--- config.mk ---
export PLATFORM = sky130hd
export DESIGN_NAME = triangle_span_rasterizer_unit
export DESIGN_NICKNAME = d
export VERILOG_FILES = /design/src/hdl/tsru_pkg.sv /design/src/hdl/triangle_span_rasterizer_unit.sv /design/src/hdl/tsru_div.sv /design/src/hdl/tsru_span_out.sv
export SDC_FILE = /design/constraint.sdc
export NUM_CORES = 1
export LEC_CHECK = 0
export BUFFER_PORTS_ARGS = -buffer_cell sky130_fd_sc_hd__clkbuf_2
export CORE_ASPECT_RATIO = 0.8
export CORE_MARGIN = 2
export CORE_UTILIZATION = 40
export CTS_BUF_LIST = sky130_fd_sc_hd__clkbuf_8 sky130_fd_sc_hd__clkbuf_16
export CTS_CLUSTER_SIZE = 30
export DETAILED_ROUTE_END_ITERATION = 10
export GPL_TIMING_DRIVEN = 0
export HOLD_SLACK_MARGIN = 0.08
export SLEW_MARGIN = 15
export SYNTH_ARGS = -nofsm -noshare
export SYNTH_HDL_FRONTEND = slang
export SYNTH_SLANG_ARGS = --single-unit
--- constraint.sdc ---
create_clock -name clk_i -period 6.4 [get_ports clk_i]
set_input_delay 1.28 -clock clk_i [delete_from_list [all_inputs] [get_ports clk_i]]
set_output_delay 1.28 -clock clk_i [all_outputs]
set_load 0.1 [all_outputs]
--- src/hdl/tsru_pkg.sv ---
// Shared constants, types and sequencer states of the triangle span rasterizer.
// No dependencies; imported by every module of the block.
package tsru_pkg;

  localparam int FRAC_BITS  = 16;
  localparam int MAX_ROWS   = 64;

  localparam int X_W        = 10;
  localparam int Y_W        = 7;
  localparam int ROW_W      = 6;
  localparam int COL_W      = 9;

  localparam int WY_W       = Y_W + 1;
  localparam int ACC_W      = FRAC_BITS + X_W + 1;
  localparam int DX_W       = X_W + 1;
  localparam int DY_W       = Y_W;
  localparam int DEN_W      = DY_W + 1;
  localparam int CNT_W      = $clog2(ACC_W);
  localparam int C_W        = ACC_W + 1 - FRAC_BITS;

  localparam int NUM_VERT   = 3;
  localparam int PTR_W      = 2;
  localparam int REM_W      = 2;
  localparam int EDGES_INIT = 3;

  typedef enum logic [3:0] {
    ST_IDLE,
    ST_SETUP,
    ST_ROW,
    ST_EDGE_CHK,
    ST_WALK,
    ST_DIV,
    ST_SWAP,
    ST_EMIT,
    ST_FINISH
  } tsru_state_e;

  typedef struct packed {
    logic push;
    logic flush;
  } span_ctrl_t;

  typedef struct packed {
    logic                   start;
    logic signed [DX_W-1:0] dx;
    logic [DY_W-1:0]        dy;
  } div_req_t;

endpackage

--- src/hdl/triangle_span_rasterizer_unit.sv ---
// Top level of the triangle span rasterizer: edge-walk sequencer and edge state.
// Depends on tsru_pkg, tsru_div and tsru_span_out.
//
// Pulse start_i while busy_o is low to hand over one triangle (three integer
// vertices); busy_o rises on the next cycle and stays high until the triangle is
// finished. The block then emits one span per covered row, top to bottom, each
// on the span ports for exactly one cycle with span_strobe_o high; there is no
// backpressure, so the receiver must take every strobed transaction. The final
// transaction of a triangle carries last_span_o; a triangle that covers no
// visible row yields a single transaction with span_valid_o low and all fields
// zero. Spans on rows below zero or at or after row 64 are suppressed, left ends
// are clipped to column zero and both ends saturate at column 511. Each walked
// row passes through row check, chain swap and emit; a row that reloads an
// edge adds edge checks, a walk step per vertex stepped and a divide per edge
// slope in the single shared bit-serial divider, which produces one quotient
// bit per cycle; a triangle needs at most three slopes, and setup and finish
// add a state each. The last transaction is on the ports in the first cycle
// with busy_o low, and a new triangle may be started in that cycle.
module triangle_span_rasterizer_unit import tsru_pkg::*; (
  input  logic                  clk_i,
  input  logic                  rst_ni,
  input  logic                  start_i,
  output logic                  busy_o,
  input  logic signed [X_W-1:0] vert0_x_i,
  input  logic signed [Y_W-1:0] vert0_y_i,
  input  logic signed [X_W-1:0] vert1_x_i,
  input  logic signed [Y_W-1:0] vert1_y_i,
  input  logic signed [X_W-1:0] vert2_x_i,
  input  logic signed [Y_W-1:0] vert2_y_i,
  output logic                  span_strobe_o,
  output logic [ROW_W-1:0]      span_row_o,
  output logic [COL_W-1:0]      span_left_o,
  output logic [COL_W-1:0]      span_right_o,
  output logic                  span_valid_o,
  output logic                  last_span_o
);

  tsru_state_e state_q, state_d;

  // captured triangle
  logic signed [X_W-1:0]   vx_q [NUM_VERT];
  logic signed [X_W-1:0]   vx_d [NUM_VERT];
  logic signed [Y_W-1:0]   vy_q [NUM_VERT];
  logic signed [Y_W-1:0]   vy_d [NUM_VERT];
  logic signed [Y_W-1:0]   ymin_q, ymin_d;
  logic signed [Y_W-1:0]   ymax_q, ymax_d;

  // per-edge state, two active edges
  logic signed [ACC_W-1:0] acc_q [2];
  logic signed [ACC_W-1:0] acc_d [2];
  logic signed [ACC_W-1:0] step_q [2];
  logic signed [ACC_W-1:0] step_d [2];
  logic signed [Y_W-1:0]   end_row_q [2];
  logic signed [Y_W-1:0]   end_row_d [2];
  logic [PTR_W-1:0]        ptr_q [2];
  logic [PTR_W-1:0]        ptr_d [2];

  // walk control
  logic signed [WY_W-1:0]  y_q, y_d;
  logic [REM_W-1:0]        rem_q, rem_d;
  logic                    edge_q, edge_d;
  logic                    left_q, left_d;
  logic [PTR_W-1:0]        walk_p_q, walk_p_d;
  logic signed [X_W-1:0]   walk_xs_q, walk_xs_d;

  // setup search
  logic signed [Y_W-1:0]   s_min, s_max;
  logic [PTR_W-1:0]        s_imin;

  // combinational helpers
  logic signed [Y_W-1:0]   end_sel;
  logic [PTR_W-1:0]        ptr_sel;
  logic                    ge0, ge1, ge_sel;
  logic                    reload_row;
  logic signed [X_W-1:0]   vx_p;
  logic signed [Y_W-1:0]   ty;
  logic signed [WY_W-1:0]  ty_w;
  logic signed [WY_W-1:0]  dy_full;
  logic                    walk_stop;
  logic                    walk_dead;
  logic [PTR_W-1:0]        p_next;
  logic signed [ACC_W-1:0] acc_l, acc_r;

  div_req_t                div_req;
  logic                    div_done;
  logic signed [ACC_W-1:0] div_quot;
  span_ctrl_t              span_ctrl;

  // topmost vertex, lowest index wins a tie
  always_comb begin
    s_min  = vy_q[0];
    s_max  = vy_q[0];
    s_imin = '0;
    if (vy_q[1] < s_min) begin
      s_min  = vy_q[1];
      s_imin = PTR_W'(1);
    end
    if (vy_q[2] < s_min) begin
      s_min  = vy_q[2];
      s_imin = PTR_W'(2);
    end
    if (vy_q[1] > s_max) begin
      s_max = vy_q[1];
    end
    if (vy_q[2] > s_max) begin
      s_max = vy_q[2];
    end
  end

  assign ge0        = (y_q >= end_row_q[0]);
  assign ge1        = (y_q >= end_row_q[1]);
  assign end_sel    = edge_q ? end_row_q[1] : end_row_q[0];
  assign ptr_sel    = edge_q ? ptr_q[1] : ptr_q[0];
  assign ge_sel     = (y_q >= end_sel);
  // the bottom row keeps the accumulated x as it stands; the top row always loads
  assign reload_row = (y_q < ymax_q) || (y_q == ymin_q);

  assign vx_p      = vx_q[walk_p_q];
  assign ty        = vy_q[walk_p_q];
  assign ty_w      = {ty[Y_W-1], ty};
  assign dy_full   = ty_w - y_q;
  assign walk_stop = (ty_w > y_q) || (rem_q == '0);
  // chain ran out of edges below the current row: the walk ends here
  assign walk_dead = (y_q >= ty_w);

  // edge 0 runs forward through the vertices, edge 1 backward
  always_comb begin
    if (edge_q) begin
      p_next = (walk_p_q == '0) ? PTR_W'(NUM_VERT - 1) : (walk_p_q - 1'b1);
    end else begin
      p_next = (walk_p_q == PTR_W'(NUM_VERT - 1)) ? '0 : (walk_p_q + 1'b1);
    end
  end

  assign acc_l = left_q ? acc_q[1] : acc_q[0];
  assign acc_r = left_q ? acc_q[0] : acc_q[1];

  // next state
  always_comb begin
    state_d = state_q;
    unique case (state_q)
      ST_IDLE: begin
        if (start_i) begin
          state_d = ST_SETUP;
        end
      end
      ST_SETUP: begin
        state_d = ST_ROW;
      end
      ST_ROW: begin
        state_d = (reload_row && (ge0 || ge1)) ? ST_EDGE_CHK : ST_SWAP;
      end
      ST_EDGE_CHK: begin
        priority if (ge_sel) begin
          state_d = ST_WALK;
        end else if (edge_q) begin
          state_d = ST_SWAP;
        end else begin
          state_d = ST_EDGE_CHK;
        end
      end
      ST_WALK: begin
        if (walk_stop) begin
          state_d = walk_dead ? ST_FINISH : ST_DIV;
        end
      end
      ST_DIV: begin
        if (div_done) begin
          state_d = edge_q ? ST_SWAP : ST_EDGE_CHK;
        end
      end
      ST_SWAP: begin
        state_d = ST_EMIT;
      end
      ST_EMIT: begin
        state_d = (y_q >= ymax_q) ? ST_FINISH : ST_ROW;
      end
      ST_FINISH: begin
        state_d = ST_IDLE;
      end
      default: begin
        state_d = ST_IDLE;
      end
    endcase
  end

  // datapath updates and control outputs
  always_comb begin
    vx_d      = vx_q;
    vy_d      = vy_q;
    ymin_d    = ymin_q;
    ymax_d    = ymax_q;
    acc_d     = acc_q;
    step_d    = step_q;
    end_row_d = end_row_q;
    ptr_d     = ptr_q;
    y_d       = y_q;
    rem_d     = rem_q;
    edge_d    = edge_q;
    left_d    = left_q;
    walk_p_d  = walk_p_q;
    walk_xs_d = walk_xs_q;
    div_req   = '0;
    span_ctrl = '0;
    unique case (state_q)
      ST_IDLE: begin
        if (start_i) begin
          vx_d[0] = vert0_x_i;
          vx_d[1] = vert1_x_i;
          vx_d[2] = vert2_x_i;
          vy_d[0] = vert0_y_i;
          vy_d[1] = vert1_y_i;
          vy_d[2] = vert2_y_i;
        end
      end
      ST_SETUP: begin
        ymin_d       = s_min;
        ymax_d       = s_max;
        ptr_d[0]     = s_imin;
        ptr_d[1]     = s_imin;
        end_row_d[0] = s_min;
        end_row_d[1] = s_min;
        acc_d[0]     = '0;
        acc_d[1]     = '0;
        step_d[0]    = '0;
        step_d[1]    = '0;
        rem_d        = REM_W'(EDGES_INIT);
        y_d          = {s_min[Y_W-1], s_min};
        left_d       = 1'b0;
        edge_d       = 1'b0;
      end
      ST_ROW: begin
        edge_d = 1'b0;
      end
      ST_EDGE_CHK: begin
        if (ge_sel) begin
          walk_p_d  = ptr_sel;
          walk_xs_d = '0;
        end else begin
          edge_d = 1'b1;
        end
      end
      ST_WALK: begin
        // advance one vertex per cycle until the chain's next end lies below or no edge is left
        priority if (!walk_stop) begin
          walk_xs_d = vx_p;
          walk_p_d  = p_next;
          rem_d     = rem_q - 1'b1;
        end else if (!walk_dead) begin
          end_row_d[edge_q] = ty;
          ptr_d[edge_q]     = walk_p_q;
          acc_d[edge_q]     = {walk_xs_q[X_W-1], walk_xs_q, {FRAC_BITS{1'b0}}};
          div_req.start     = 1'b1;
          div_req.dx        = {vx_p[X_W-1], vx_p} - {walk_xs_q[X_W-1], walk_xs_q};
          div_req.dy        = dy_full[DY_W-1:0];
        end else begin
          rem_d = rem_q;
        end
      end
      ST_DIV: begin
        if (div_done) begin
          step_d[edge_q] = div_quot;
          edge_d         = 1'b1;
        end
      end
      ST_SWAP: begin
        // chains crossed: swap roles
        if (acc_l > acc_r) begin
          left_d = ~left_q;
        end
      end
      ST_EMIT: begin
        span_ctrl.push = 1'b1;
        acc_d[0]       = acc_q[0] + step_q[0];
        acc_d[1]       = acc_q[1] + step_q[1];
        y_d            = y_q + 1'b1;
      end
      ST_FINISH: begin
        span_ctrl.flush = 1'b1;
      end
      default: begin
        span_ctrl = '0;
      end
    endcase
  end

  always_ff @(posedge clk_i or negedge rst_ni) begin
    if (!rst_ni) begin
      state_q <= ST_IDLE;
    end else begin
      state_q <= state_d;
    end
  end

  always_ff @(posedge clk_i) begin
    vx_q      <= vx_d;
    vy_q      <= vy_d;
    ymin_q    <= ymin_d;
    ymax_q    <= ymax_d;
    acc_q     <= acc_d;
    step_q    <= step_d;
    end_row_q <= end_row_d;
    ptr_q     <= ptr_d;
    y_q       <= y_d;
    rem_q     <= rem_d;
    edge_q    <= edge_d;
    left_q    <= left_d;
    walk_p_q  <= walk_p_d;
    walk_xs_q <= walk_xs_d;
  end

  assign busy_o = (state_q != ST_IDLE);

  tsru_div u_div (
    .clk_i  (clk_i),
    .rst_ni (rst_ni),
    .req_i  (div_req),
    .done_o (div_done),
    .quot_o (div_quot)
  );

  tsru_span_out u_span_out (
    .clk_i       (clk_i),
    .rst_ni      (rst_ni),
    .ctrl_i      (span_ctrl),
    .row_i       (y_q),
    .acc_left_i  (acc_l),
    .acc_right_i (acc_r),
    .strobe_o    (span_strobe_o),
    .row_o       (span_row_o),
    .left_o      (span_left_o),
    .right_o     (span_right_o),
    .valid_o     (span_valid_o),
    .last_o      (last_span_o)
  );

endmodule

--- src/hdl/tsru_div.sv ---
// Shared edge-step divider: rounded slope as one quotient bit per cycle.
// Depends on tsru_pkg.
module tsru_div import tsru_pkg::*; (
  input  logic                    clk_i,
  input  logic                    rst_ni,
  input  div_req_t                req_i,
  output logic                    done_o,
  output logic signed [ACC_W-1:0] quot_o
);

  logic             run_q, run_d;
  logic             done_q, done_d;
  logic [CNT_W-1:0] cnt_q, cnt_d;
  logic             neg_q, neg_d;
  logic [ACC_W-1:0] q_q, q_d;
  logic [DEN_W-1:0] rem_q, rem_d;
  logic [DEN_W-1:0] den_q, den_d;

  logic [DX_W-1:0]  dx_abs;
  logic [ACC_W-1:0] shifted;
  logic [ACC_W-1:0] dy_ext;
  logic [ACC_W-1:0] mag;
  logic [DEN_W:0]   trial;
  logic [DEN_W:0]   diff;
  logic             ge;

  // numerator magnitude: |dx| * 2^(F+1) +/- dy, sign taken from dx
  always_comb begin
    dx_abs  = req_i.dx[DX_W-1] ? DX_W'(-req_i.dx) : DX_W'(req_i.dx);
    shifted = {dx_abs[DX_W-2:0], {(FRAC_BITS + 1){1'b0}}};
    dy_ext  = ACC_W'(req_i.dy);
    mag     = req_i.dx[DX_W-1] ? (shifted - dy_ext) : (shifted + dy_ext);
  end

  assign trial = {rem_q, q_q[ACC_W-1]};
  assign ge    = (trial >= {1'b0, den_q});
  assign diff  = trial - {1'b0, den_q};

  always_comb begin
    run_d  = run_q;
    done_d = 1'b0;
    cnt_d  = cnt_q;
    neg_d  = neg_q;
    q_d    = q_q;
    rem_d  = rem_q;
    den_d  = den_q;
    if (req_i.start) begin
      run_d = 1'b1;
      cnt_d = '0;
      neg_d = req_i.dx[DX_W-1];
      q_d   = mag;
      rem_d = '0;
      den_d = {req_i.dy, 1'b0};
    end else if (run_q) begin
      q_d   = {q_q[ACC_W-2:0], ge};
      rem_d = ge ? diff[DEN_W-1:0] : trial[DEN_W-1:0];
      cnt_d = cnt_q + 1'b1;
      if (cnt_q == CNT_W'(ACC_W - 1)) begin
        run_d  = 1'b0;
        done_d = 1'b1;
      end
    end
  end

  always_ff @(posedge clk_i or negedge rst_ni) begin
    if (!rst_ni) begin
      run_q  <= 1'b0;
      done_q <= 1'b0;
    end else begin
      run_q  <= run_d;
      done_q <= done_d;
    end
  end

  always_ff @(posedge clk_i) begin
    cnt_q <= cnt_d;
    neg_q <= neg_d;
    q_q   <= q_d;
    rem_q <= rem_d;
    den_q <= den_d;
  end

  assign done_o = done_q;
  assign quot_o = neg_q ? (~q_q + 1'b1) : q_q;

endmodule

--- src/hdl/tsru_span_out.sv ---
// Span end rounding, clipping, one-deep holdback and the result register.
// Depends on tsru_pkg.
module tsru_span_out import tsru_pkg::*; (
  input  logic                    clk_i,
  input  logic                    rst_ni,
  input  span_ctrl_t              ctrl_i,
  input  logic signed [WY_W-1:0]  row_i,
  input  logic signed [ACC_W-1:0] acc_left_i,
  input  logic signed [ACC_W-1:0] acc_right_i,
  output logic                    strobe_o,
  output logic [ROW_W-1:0]        row_o,
  output logic [COL_W-1:0]        left_o,
  output logic [COL_W-1:0]        right_o,
  output logic                    valid_o,
  output logic                    last_o
);

  function automatic logic signed [C_W-1:0] round_col(logic signed [ACC_W-1:0] x);
    logic [ACC_W:0] s;
    s = {x[ACC_W-1], x} +
        {{(ACC_W - FRAC_BITS + 1){1'b0}}, 1'b1, {(FRAC_BITS - 1){1'b0}}};
    return s[ACC_W:FRAC_BITS];
  endfunction

  function automatic logic [COL_W-1:0] clamp_col(logic signed [C_W-1:0] c);
    logic [COL_W-1:0] r;
    if (c[C_W-1]) begin
      r = '0;
    end else if (|c[C_W-2:COL_W]) begin
      r = {COL_W{1'b1}};
    end else begin
      r = c[COL_W-1:0];
    end
    return r;
  endfunction

  logic signed [C_W-1:0] c_left, c_right;
  logic                  take;

  logic             pend_valid_q, pend_valid_d;
  logic [ROW_W-1:0] pend_row_q, pend_row_d;
  logic [COL_W-1:0] pend_left_q, pend_left_d;
  logic [COL_W-1:0] pend_right_q, pend_right_d;

  logic             strobe_q, strobe_d;
  logic [ROW_W-1:0] out_row_q, out_row_d;
  logic [COL_W-1:0] out_left_q, out_left_d;
  logic [COL_W-1:0] out_right_q, out_right_d;
  logic             out_valid_q, out_valid_d;
  logic             out_last_q, out_last_d;

  assign c_left  = round_col(acc_left_i);
  assign c_right = round_col(acc_right_i);
  // drop rows off the top or bottom, and spans lying fully left of column zero
  assign take    = (int'(row_i) >= 0) && (int'(row_i) < MAX_ROWS) && !c_right[C_W-1];

  always_comb begin
    pend_valid_d = pend_valid_q;
    pend_row_d   = pend_row_q;
    pend_left_d  = pend_left_q;
    pend_right_d = pend_right_q;
    strobe_d     = 1'b0;
    out_row_d    = out_row_q;
    out_left_d   = out_left_q;
    out_right_d  = out_right_q;
    out_valid_d  = out_valid_q;
    out_last_d   = out_last_q;
    if (ctrl_i.flush) begin
      strobe_d     = 1'b1;
      out_last_d   = 1'b1;
      out_valid_d  = pend_valid_q;
      out_row_d    = pend_valid_q ? pend_row_q : '0;
      out_left_d   = pend_valid_q ? pend_left_q : '0;
      out_right_d  = pend_valid_q ? pend_right_q : '0;
      pend_valid_d = 1'b0;
    end else if (ctrl_i.push && take) begin
      if (pend_valid_q) begin
        strobe_d    = 1'b1;
        out_last_d  = 1'b0;
        out_valid_d = 1'b1;
        out_row_d   = pend_row_q;
        out_left_d  = pend_left_q;
        out_right_d = pend_right_q;
      end
      pend_valid_d = 1'b1;
      pend_row_d   = row_i[ROW_W-1:0];
      pend_left_d  = clamp_col(c_left);
      pend_right_d = clamp_col(c_right);
    end
  end

  always_ff @(posedge clk_i or negedge rst_ni) begin
    if (!rst_ni) begin
      pend_valid_q <= 1'b0;
      strobe_q     <= 1'b0;
    end else begin
      pend_valid_q <= pend_valid_d;
      strobe_q     <= strobe_d;
    end
  end

  always_ff @(posedge clk_i) begin
    pend_row_q   <= pend_row_d;
    pend_left_q  <= pend_left_d;
    pend_right_q <= pend_right_d;
    out_row_q    <= out_row_d;
    out_left_q   <= out_left_d;
    out_right_q  <= out_right_d;
    out_valid_q  <= out_valid_d;
    out_last_q   <= out_last_d;
  end

  assign strobe_o = strobe_q;
  assign row_o    = out_row_q;
  assign left_o   = out_left_q;
  assign right_o  = out_right_q;
  assign valid_o  = out_valid_q;
  assign last_o   = out_last_q;

endmodule

==> results of run 1 <==
==> per-layer routing <==
metal / share of wire (%) / vias up / global-route usage [%]
met5: 0 / - / 0
met4: 1.9 / 0 / 4.88
met3: 6.9 / 77 / 3.46
met2: 43 / 499 / 31.6
met1: 48 / 8163 / 31.5
li1: - / 8049 / -
==> cell families (layout without fill, tap and decap cells) <==
family / Yosys count / in the layout
AND/OR/NAND/NOR: 637 / 637
AO/OA/AOI/OAI: 509 / 509
flip-flops: 321 / 321
buffers and inverters: 223 / 381
adder cells (fa/ha/maj): 165 / 165
XOR/XNOR: 149 / 149
multiplexers: 124 / 124
==> where the power goes <==
| group | total, mW | leakage, nW | switching (mW) | internal (mW) |
|---|---|---|---|---|
| sequential | 3.86 | 3.03 | 0.626 | 3.23 |
| combinational | 7.17 | 6.06 | 4.46 | 2.72 |
| clock | 2.17 | 0.611 | 0.901 | 1.27 |
| total | 13.2 | 9.70 | 5.98 | 7.21 |
==> area by class of cell <==
cell class                      count  area [µm²]
Fill cell                        4922       28500
Multi-Input combinational cell   1584       11100
Tap cell                          693         867
Clock buffer                       39         976
Clock inverter                     29         251
Timing Repair Buffer               92         508
Buffer                             88         350
Inverter                          133         499
Sequential cell                   321        9460
==> per-stage QoR <==
step | TNS (ns) | hold WS (ns) | instance area [µm²] | instances | total power, mW
2_1_floorplan | 0 | 0.450 | 21300 | 2128 | 8.92
3_3_place_gp | -125.56 | 0.449 | 22500 | 2902 | 10.6
3_5_place_dp | -7.75 | 0.458 | 22600 | 2907 | 10.8
4_1_cts | 0 | 0.471 | 23900 | 2975 | 13.1
5_1_grt | -0.0245 | 0.492 | 24000 | 2979 | 14.2
6_report | 0 | 0.467 | 24000 | 2979 | 13.2
==> cells in the mapped netlist, drive strengths merged (15+ instances only) <==
| cell type | number |
|---|---|
| a31oi | 22 |
| o22ai | 44 |
| buf | 19 |
| clkbuf | 71 |
| a211oi | 33 |
| a21o | 50 |
| o21ai | 128 |
| a21oi | 123 |
| nor2b | 59 |
| or3 | 15 |
| o31ai | 19 |
| and2 | 16 |
| nand2 | 166 |
| mux2i | 108 |
| nor2 | 189 |
| xnor2 | 76 |
| inv | 133 |
| nand3 | 56 |
| nand4 | 17 |
| nand2b | 43 |
| xor2 | 73 |
| edfxtp | 299 |
| nor3 | 25 |
| ha | 149 |
==> final timing paths <==
path                                                  end  slack (ns)  cells past startpoint
max in group asynchronous          u_div.done_o$_DFF_PN0_        5.46                      1
min in group asynchronous          state_q[2]$_DFFE_PN0P_        0.65                      1
setup reg to reg                  u_div.q_q[26]$_DFFE_PP_        0.45                     23
hold / removal             u_span_out.last_o$_SDFFE_PP1P_        0.47                      1
hold reg to reg            u_span_out.last_o$_SDFFE_PP1P_        0.47                      1
setup / recovery                  u_div.q_q[26]$_DFFE_PP_        0.45                     23
==> registers in the layout, summed over array words and instances (netlist names), 8 cells and up <==
register,flops
walk_xs_q,10
u_span_out.pend_right_q,9
vy_q,21
y_q,8
u_div.q_q,27
acc_q,54
u_div.rem_q,8
u_span_out.right_o,9
end_row_q,14
vx_q,30
u_span_out.left_o,9
step_q,54
u_span_out.pend_left_q,9
==> worst max-delay path: stages, from the launching register on <==
cell	delay, ns
edfxtp_1	0.43
clkbuf_2	0.26
inv_1	0.24
nor2_4	0.07
buf_4	0.18
a21oi_2	0.29
inv_1	0.08
ha_1	0.34
a21oi_1	0.18
o211ai_1	0.10
a211oi_2	0.28
o211ai_1	0.25
inv_2	0.37
buf_4	0.31
nand2_1	0.09
ha_1	0.28
nor3b_1	0.17
o22ai_1	0.23
mux2i_2	0.34
o2111ai_2	0.26
o31ai_1	0.31
o311ai_1	0.15
xnor2_1	0.32
o21ai_0	0.12
==> timing repair <==
item	CTS	global route
endpoints found under the setup margin	9	2
resized for setup	21	5
pin swaps	0	4
buffers inserted	0	6
==> flow_metrics.env, run 1 <==
export IMPL_area_growth_pct=12.7
export IMPL_finalHoldViolCount=0
export IMPL_layout_common_cells="299 x edfxtp_1, 188 x nor2_1, 165 x nand2_1"
export IMPL_synth_xor_area_share_pct=6.13
export IMPL_place_congestion=0.894
export IMPL_synth_compound_area_share_pct=15.2
export IMPL_finalNetCount=2465
export IMPL_synth_area_leader_cell="edfxtp_1"
export IMPL_drc=0
export IMPL_start_util_pct=40.6
export IMPL_firstDrtPassIters=5
export IMPL_total_leakage_power_nw=9.70
export IMPL_ctsLongestPathBuffers=3
export IMPL_synthAdderAreaFrac_pct=9.75
export IMPL_synth_yosys_seq_area_share_pct=44.5
export IMPL_synth_top_area_share_pct=42.2
export IMPL_grt_first_pass_wirelength_um=91200
export IMPL_finalCriticalPeriod_ns=5.95
export IMPL_synth_edff_count=299
export IMPL_fp_dieH_um=210
export IMPL_hp_start="u_span_out.last_o$_SDFFE_PP1P_"
export IMPL_hold_class="reg2reg"
export IMPL_dieArea_um2=55100
export IMPL_drt_initial_drc_count=1348
export IMPL_place_ws_ns=-1.58
export IMPL_setup_worst_path_start="walk_p_q[1]$_DFFE_PP_"
export IMPL_syn_cell_area_um2=21300
export IMPL_ys_seq_elements=321
export IMPL_ys_types=83
export IMPL_rows=75
export IMPL_max_clock_freq_mhz=168
export IMPL_coreArea_um2=52500
export IMPL_final_max_slew_viol_count=0
export IMPL_synth_area_top_cells="edfxtp_1 42%, ha_1 8.8%, mux2i_1 5.1%, nor2_1 3.3%, xnor2_1 3.1%"
export IMPL_post_dp_hpwl_um=43800
export IMPL_antenna_found_initial=0
export IMPL_fin_crit_sh_pct=92.9
export IMPL_grt_max_degree=55
export IMPL_fin_ws_ns=0.453
export IMPL_critPathArrivalTime_ns=6.22
export IMPL_clock_sinks=321
export IMPL_wirelength_um=57700
export IMPL_clk_insertion_delay_late_ns=0.55
export IMPL_status="finished, final reports clean"
export IMPL_io_buffers=81
export IMPL_synth_top_family_by_area="compound AO/OA/AOI/OAI gates"
export IMPL_cts_tree="yes"
export IMPL_via_per_inst=5.64
export IMPL_cts_root_buffer="clkbuf_16"
export IMPL_synth_area_mux_share_pct=6.03
export IMPL_powerDensity_nw_per_um2=551
export IMPL_grt_pass1_vias=16400
export IMPL_numCtsBuffers=37
export IMPL_synth_ff_type="edfxtp_1"
export IMPL_htreeDepth=2
export IMPL_async_reset_ff_share_pct=2.49
export IMPL_cap_violations=0
export IMPL_synth_cells=2128
export IMPL_r2r_start="walk_p_q[1]$_DFFE_PP_"
export IMPL_ctsHoldBuffers=0
export IMPL_finalSetupViolations=0
export IMPL_yosys_area_share_simple_pct=14.5
export IMPL_dr_total_vias=16800
export IMPL_slew_headroom_pct=23.9
export IMPL_ioPinCount=82
export IMPL_finClkSkew_ns=0.0303
export IMPL_grt_ovfl_total=0
export IMPL_grt_usage_pct=21.0
export IMPL_final_common_cell="edfxtp_1"
export IMPL_start_kind="register"
export IMPL_fin_util_pct=45.7
export IMPL_drive_gt1_share_pct=9.14
export IMPL_die_w_um=262
export IMPL_n_antenna_cell=0
export IMPL_required_ns=6.67
export IMPL_yosys_warnings=0
export IMPL_crit_fanout=17
export IMPL_worstSetupPathType="reg2reg"
export IMPL_ant_nets=0
export IMPL_tightest_slew_ns=1.13
export IMPL_wl_per_cell_um=19.4
export IMPL_syn_area_per_cell_um2=10.0
export IMPL_peakVddDrop_uv=249
export IMPL_synth_fp_nets=2336
export IMPL_cp_end_kind="register"
export IMPL_path_clk_slew_ns=0.06
Note: power is estimated with default switching activity, not from simulation.
==> run 2, diff against run 1 <==
PLACE_DENSITY = 0.64   (was not set)
clock period = 6 ns   (was 6.4 ns; I/O delays follow)
==> run 2 against run 1 <==
Final area decreased by 0.43%. Clock-buffer cell count decreased by 2. Routed wire length down 0.97%. Non-clock buffer count grew 3. Die area is the same. Utilization decreased by 0.20 points. Setup slack worse by 0.13 ns. Clock power fell by 4%. Largest power group unchanged.
==> flow_metrics.env, run 2 (synthesis results as in run 1) <==
export IMPL_finClkSkew_ns=0.0292
export IMPL_drt_initial_drc_count=1478
export IMPL_wl_per_cell_um=19.2
export IMPL_drc=0
export IMPL_p_sw_mw=6.37
export IMPL_grt_usage_pct=20.7
export IMPL_finalNetCount=2466
export IMPL_dr_total_vias=16800
export IMPL_antenna_found_initial=0
export IMPL_clk_insertion_delay_late_ns=0.54
export IMPL_path_clk_slew_ns=0.06
export IMPL_dieArea_um2=55100
export IMPL_final_max_slew_viol_count=0
export IMPL_powerDensity_nw_per_um2=582
export IMPL_p_sw_share_pct=45.8
export IMPL_cts_tree="yes"
export IMPL_rows=75
export IMPL_fin_crit_sh_pct=94.7
export IMPL_fill_cells=4876
export IMPL_r2r_start="walk_p_q[0]$_DFFE_PP_"
export IMPL_reg_top3="acc_q x54, step_q x54, vx_q x30"
export IMPL_crit_fanout=17
export IMPL_post_dp_hpwl_um=43400
export IMPL_cts_root_buffer="clkbuf_16"
export IMPL_clock_sinks=321
export IMPL_start_util_pct=40.6
export IMPL_start_kind="register"
export IMPL_cp_end_kind="register"
export IMPL_finalSetupViolations=0
export IMPL_total_leakage_power_nw=9.67
export IMPL_tightest_slew_ns=1.14
export IMPL_drive_gt1_share_pct=9.07
export IMPL_peakVddDrop_uv=298
export IMPL_ioPinCount=82
export IMPL_finalHoldViolCount=0
export IMPL_worstSetupPathType="reg2reg"
export IMPL_rr_worst_depth=24
export IMPL_place_congestion=0.897
export IMPL_seq_power_share_pct=29.6
export IMPL_required_ns=6.28
export IMPL_crit_chain="buf_4 -> mux2i_1 -> nor2_1 -> a21oi_2 -> inv_1 -> ha_1 -> buf_2 -> nand3_1 -> o211ai_1 -> a211oi_2 -> o211ai_1 -> inv_2 -> clkbuf_4 -> buf_6 -> nand2_1 -> ha_1 -> nor3b_1 -> o22ai_1 -> mux2i_2 -> o2111ai_4 -> o31ai_1 -> o311ai_1 -> xnor2_1 -> o21ai_0"
export IMPL_grt_ovfl_total=0
export IMPL_wirelength_um=57100
export IMPL_htreeDepth=2
export IMPL_setup_tns_ns=0
export IMPL_rrSetupSlack_ns=0.32
export IMPL_final_common_cell="edfxtp_1"
export IMPL_p_int_mw=7.53
export IMPL_via_per_inst=5.66
export IMPL_whs_path_depth=2
export IMPL_cpPeakStageDelay_ns=0.55
export IMPL_grt_pass1_vias=16100
export IMPL_max_clock_freq_mhz=176
export IMPL_grt_first_pass_wirelength_um=89900
export IMPL_ant_nets=0
export IMPL_critPathArrivalTime_ns=5.96
export IMPL_slowest_stage="edfxtp_1"
export IMPL_pwr_share_comb_pct=55.4
export IMPL_min_to="u_div.rem_q[7]$_SDFFE_PP0P_"
export IMPL_hp_start="u_div.rem_q[7]$_SDFFE_PP0P_"
export IMPL_area_growth_pct=12.2
export IMPL_hold_class="reg2reg"
export IMPL_status="finished, final reports clean"
export IMPL_finalCriticalPeriod_ns=5.68
export IMPL_firstDrtPassIters=7
export IMPL_ctsLongestPathBuffers=3
export IMPL_io_buffers=81
export IMPL_cap_violations=0
export IMPL_layout_common_cells="299 x edfxtp_1, 188 x nor2_1, 165 x nand2_1"
export IMPL_fin_util_pct=45.5
export IMPL_numCtsBuffers=35
export IMPL_n_antenna_cell=0
export IMPL_coreArea_um2=52500
export IMPL_grt_max_degree=55
export IMPL_die_w_um=262
export IMPL_slew_headroom_pct=23.7
export IMPL_fp_dieH_um=210
export IMPL_r2r_end="u_div.q_q[26]$_DFFE_PP_"
export IMPL_pwr_share_clk_pct=15.0
[run 2: worst max-delay path by stage]
stage                     startpoint                             end  cells after the start
2_1_floorplan       left_q$_DFFE_PP_  u_span_out.left_o[0]$_DFFE_PP_                     12
3_3_place_gp   walk_p_q[1]$_DFFE_PP_         acc_q[35]$_SDFFCE_PN0P_                     13
3_5_place_dp   walk_p_q[1]$_DFFE_PP_         u_div.q_q[26]$_DFFE_PP_                     23
4_1_cts        walk_p_q[0]$_DFFE_PP_         u_div.q_q[26]$_DFFE_PP_                     24
5_1_grt        walk_p_q[0]$_DFFE_PP_         u_div.q_q[26]$_DFFE_PP_                     24
6_report       walk_p_q[0]$_DFFE_PP_         u_div.q_q[26]$_DFFE_PP_                     24
[run 2: what timing repair did]
item                                    CTS  global route
gates resized for setup                  20            13
hold buffers                              0             0
endpoints found under the setup margin    9             3
setup buffers                             3             6
pin swaps                                 2             1
[run 2: metal layers]
metal / wire, µm / track usage, %
met5: 0 / 0
met4: 1270 / 5.05
met3: 4710 / 3.49
met2: 24500 / 31.1
met1: 26600 / 30.9
[run 2: power groups by stage]
stage | logic (mW) | registers (mW) | clock network (mW)
floorplan | 5.53 | 3.99 | 0
global placement | 7.16 | 4.14 | 0
detailed placement | 7.41 | 4.13 | 0
CTS | 7.52 | 4.09 | 2.12
global route | 8.52 | 4.18 | 2.21
finish | 7.70 | 4.12 | 2.09
[run 2: final cells by class]
cell class | count | area (µm²) | area share, %
multi-input cells | 1584 | 11100 | 46.4
flip-flops and latches | 321 | 9460 | 39.6
clock buffers | 37 | 926 | 3.88
well taps | 693 | 867 | 3.63
repair buffers | 95 | 528 | 2.21
inverters | 133 | 499 | 2.09
plain buffers | 88 | 363 | 1.52
clock inverters | 25 | 143 | 0.598
[run 2: critical path, delay by kind of cell, from the launching register on]
| kind | cells | cell delay (ns) |
|---|---|---|
| xor gates and xnor gates | 1 | 0.34 |
| and+or+nand+nor | 4 | 0.44 |
| muxes | 2 | 0.54 |
| buffers and inverters | 6 | 1.12 |
| AOI/OAI and AO/OA | 9 | 1.91 |
| DFF | 1 | 0.55 |
| adders and majority gates | 2 | 0.55 |
[run 2: stage by stage]
stage | hold WS, ns | setup slack, ns | cell area, µm² | std cells | power [mW]
finish | 0.485 | 0.318 | 23900 | 2976 | 13.9
floorplan | 0.450 | 0.292 | 21300 | 2128 | 9.52
global placement | 0.463 | -1.83 | 22500 | 2902 | 11.3
global route | 0.503 | -0.0342 | 23900 | 2976 | 14.9
detailed placement | 0.478 | -1.85 | 22600 | 2907 | 11.5
CTS | 0.487 | 0.00474 | 23800 | 2971 | 13.7
==> run 3, diff against run 2 <==
ABC_AREA = 1   (was not set)
==> run 3 against run 2 <==
Power shrank 65%. Maximum frequency is 6.1% higher. Critical path depth grew 3. Critical path type unchanged. Clock-buffer cell count grew 3. Flip-flop and latch count is the same.
==> flow_metrics.env, run 3 <==
export IMPL_final_common_cell="nand2_1"
export IMPL_finalCriticalPeriod_ns=5.36
export IMPL_min_to="u_span_out.last_o$_SDFFE_PP1P_"
export IMPL_cts_tree="yes"
export IMPL_area_growth_pct=12.6
export IMPL_cp_end_kind="register"
export IMPL_use_met1_pct=32.8
export IMPL_crit_fanout=17
export IMPL_slew_headroom_pct=26.7
export IMPL_via_per_inst=5.39
export IMPL_synthTopCellsByCount="500 x nand2_1, 350 x inv_1, 299 x edfxtp_1"
export IMPL_die_w_um=261
export IMPL_coreArea_um2=52400
export IMPL_final_max_slew_viol_count=0
export IMPL_synth_ff_type="edfxtp_1"
export IMPL_placed_cells=3271
export IMPL_grtUsageMet2_pct=32.9
export IMPL_ctsLongestPathBuffers=3
export IMPL_synth_area_mux_share_pct=0.0473
export IMPL_clock_sinks=321
export IMPL_yosys_warnings=0
export IMPL_synth_fp_nets=2703
export IMPL_cts_root_buffer="clkbuf_16"
export IMPL_yosys_area_share_simple_pct=19.4
export IMPL_drt_initial_drc_count=1726
export IMPL_n_antenna_cell=0
export IMPL_rr_worst_depth=27
export IMPL_wirelength_um=60200
export IMPL_start_kind="register"
export IMPL_rrSetupSlack_ns=0.64
export IMPL_r2r_start="walk_p_q[1]$_DFFE_PP_"
export IMPL_synth_yosys_seq_area_share_pct=44.7
export IMPL_htreeDepth=2
export IMPL_synth_most_common_cell="nand2_1"
export IMPL_synth_area_top_cells="edfxtp_1 42%, nand2_1 8.9%, ha_1 8.8%, o21ai_0 6.4%, inv_1 6.2%"
export IMPL_rsz0062_at_grt="false"
export IMPL_whs_ns=0.463
export IMPL_finalSetupViolations=0
export IMPL_ioPinCount=82
export IMPL_place_congestion=0.936
export IMPL_status="finished, final reports clean"
export IMPL_fin_util_pct=45.5
export IMPL_setup_tns_ns=0
export IMPL_clk_insertion_delay_late_ns=0.58
export IMPL_finalNetCount=2825
export IMPL_stdcell_count=3338
export IMPL_required_ns=6.31
export IMPL_reg_top3="acc_q x54, step_q x54, vx_q x30"
export IMPL_start_util_pct=40.4
export IMPL_post_dp_hpwl_um=47000
export IMPL_ant_nets=0
export IMPL_layout_common_cells="497 x nand2_1, 354 x inv_1, 299 x edfxtp_1"
export IMPL_total_leakage_power_nw=10.3
export IMPL_place_area_um2=22500
export IMPL_syn_area_per_cell_um2=8.48
export IMPL_top_usage_layer="met2"
export IMPL_worstSetupPathType="reg2reg"
export IMPL_synth_xor_area_share_pct=3.81
export IMPL_ys_types=67
export IMPL_ys_seq_elements=321
export IMPL_fp_dieH_um=210
export IMPL_finalHoldViolCount=0
export IMPL_grt_max_degree=55
export IMPL_synth_top_family_by_area="simple AND/OR/NAND/NOR gates"
export IMPL_r2r_end="u_div.q_q[21]$_DFFE_PP_"
export IMPL_wl_per_cell_um=18.0
export IMPL_finClkSkew_ns=0.0240
export IMPL_whs_path_depth=2
export IMPL_rows=75
export IMPL_fin_ws_ns=0.643
export IMPL_grt_pass1_vias=17100
export IMPL_synth_area_leader_cell="edfxtp_1"
export IMPL_dr_total_vias=18000
export IMPL_async_reset_ff_share_pct=2.49
export IMPL_synth_cells=2495
export IMPL_path_clk_slew_ns=0.06
export IMPL_numCtsBuffers=36
export IMPL_fin_crit_sh_pct=89.3
export IMPL_peakVddDrop_uv=203
export IMPL_critPathArrivalTime_ns=5.67
export IMPL_ctsHoldBuffers=0
export IMPL_syn_cell_area_um2=21200
export IMPL_hp_start="u_span_out.last_o$_SDFFE_PP1P_"
export IMPL_synthAdderAreaFrac_pct=9.28
export IMPL_synth_compound_area_share_pct=15.3
export IMPL_place_ws_ns=0.408
export IMPL_firstDrtPassIters=8
export IMPL_drive_gt1_share_pct=8.77
export IMPL_fill_cells=5065
export IMPL_cap_violations=0
export IMPL_synth_edff_count=299
export IMPL_grt_usage_pct=22.0
export IMPL_fin_area_um2=23800
export IMPL_antenna_found_initial=0
export IMPL_io_buffers=81
export IMPL_max_clock_freq_mhz=187
export IMPL_grt_ovfl_total=0
export IMPL_synth_top_area_share_pct=42.4
export IMPL_grt_first_pass_wirelength_um=94000
export IMPL_tightest_slew_ns=1.09
export IMPL_hold_class="reg2reg"
export IMPL_power_mw=4.93
export IMPL_powerDensity_nw_per_um2=207
export IMPL_gr_usage_met3_pct=4.71
export IMPL_drc=0
export IMPL_dieArea_um2=54800
[run 3: changes by cell type after synthesis, sizes merged, moves of 24 or more]
cell	previous run	this run
o21ai	128	285
a21oi	123	157
inv	133	357
nor2b	59	0
nand3	56	112
a211oi	33	6
o22ai	44	20
nand2	166	512
clkbuf	71	42
mux2i	108	1
nand2b	43	0
xnor2	76	25
a21o	50	2
[run 3: final cells by class]
class | count | area (µm²) | share of cell area, %
Buffer | 54 | 236 | 0.992
Clock inverter | 26 | 348 | 1.46
Inverter | 359 | 1350 | 5.66
Clock buffer | 40 | 967 | 4.06
Timing Repair Buffer | 84 | 460 | 1.93
Tap cell | 693 | 867 | 3.64
Sequential cell | 321 | 9460 | 39.7
Multi-Input combinational cell | 1761 | 10100 | 42.6
[run 3: worst max-delay path by stage]
stage / startpoint / to / slack, ns / cells past startpoint
floorplan: walk_p_q[0]$_DFFE_PP_ / acc_q[0]$_SDFFCE_PN0P_ / 1.75 / 19
global placement: walk_p_q[0]$_DFFE_PP_ / acc_q[35]$_SDFFCE_PN0P_ / -0.21 / 19
detailed placement: walk_p_q[1]$_DFFE_PP_ / u_div.q_q[24]$_DFFE_PP_ / 0.41 / 27
CTS: walk_p_q[1]$_DFFE_PP_ / u_div.q_q[21]$_DFFE_PP_ / 0.35 / 27
global route: walk_p_q[1]$_DFFE_PP_ / u_div.q_q[26]$_DFFE_PP_ / 0.19 / 30
finish: walk_p_q[1]$_DFFE_PP_ / u_div.q_q[21]$_DFFE_PP_ / 0.64 / 27
[run 3: what timing repair did]
action / 4_1_cts / 5_1_grt
setup endpoints to repair: 0 / 6
hold endpoints to repair: 0 / 0
setup buffers: 0 / 0
gates resized for setup: 0 / 3
[run 3: critical path, cell delays in order (launching register included)]
cell	delay, ns
edfxtp_1	0.48
clkbuf_1	0.24
inv_1	0.28
nor2_1	0.10
inv_1	0.22
o21a_1	0.30
inv_1	0.08
ha_1	0.38
a21oi_1	0.22
nor2_1	0.08
nor2_1	0.17
nand2_1	0.09
nand2_2	0.08
nand3_4	0.12
nor2_4	0.21
buf_6	0.17
clkbuf_2	0.38
nand2_1	0.11
ha_1	0.36
nand3_1	0.10
nand2_1	0.07
inv_1	0.10
nand2_1	0.11
nor3_4	0.22
inv_1	0.08
o21ai_1	0.12
nand3_1	0.08
o21a_1	0.14
[run 3: cell families (layout without fill, tap and decap cells)]
| kind of cell | Yosys count | after routing |
|---|---|---|
| compound gates | 575 | 575 |
| xor+xnor | 92 | 92 |
| fa+ha+maj | 154 | 154 |
| buf+inv | 413 | 563 |
| simple gates | 939 | 939 |
| mux | 1 | 1 |
| flops | 321 | 321 |
[run 3: routing by layer]
metal	part of all wire (%)	vias to the layer above	wire, µm
met1	48	8460	28600
li1	-	8779	-
met3	8.6	77	5180
met5	0	-	0
met2	42	660	25300
met4	1.8	0	1100
[run 3: where the power goes]
group	leakage [nW]	total [mW]	switching (mW)	internal [mW]
logic	7.03	0.0192	0.00719	0.0120
registers	2.59	2.41	0	2.41
clock network	0.649	2.49	0.981	1.51
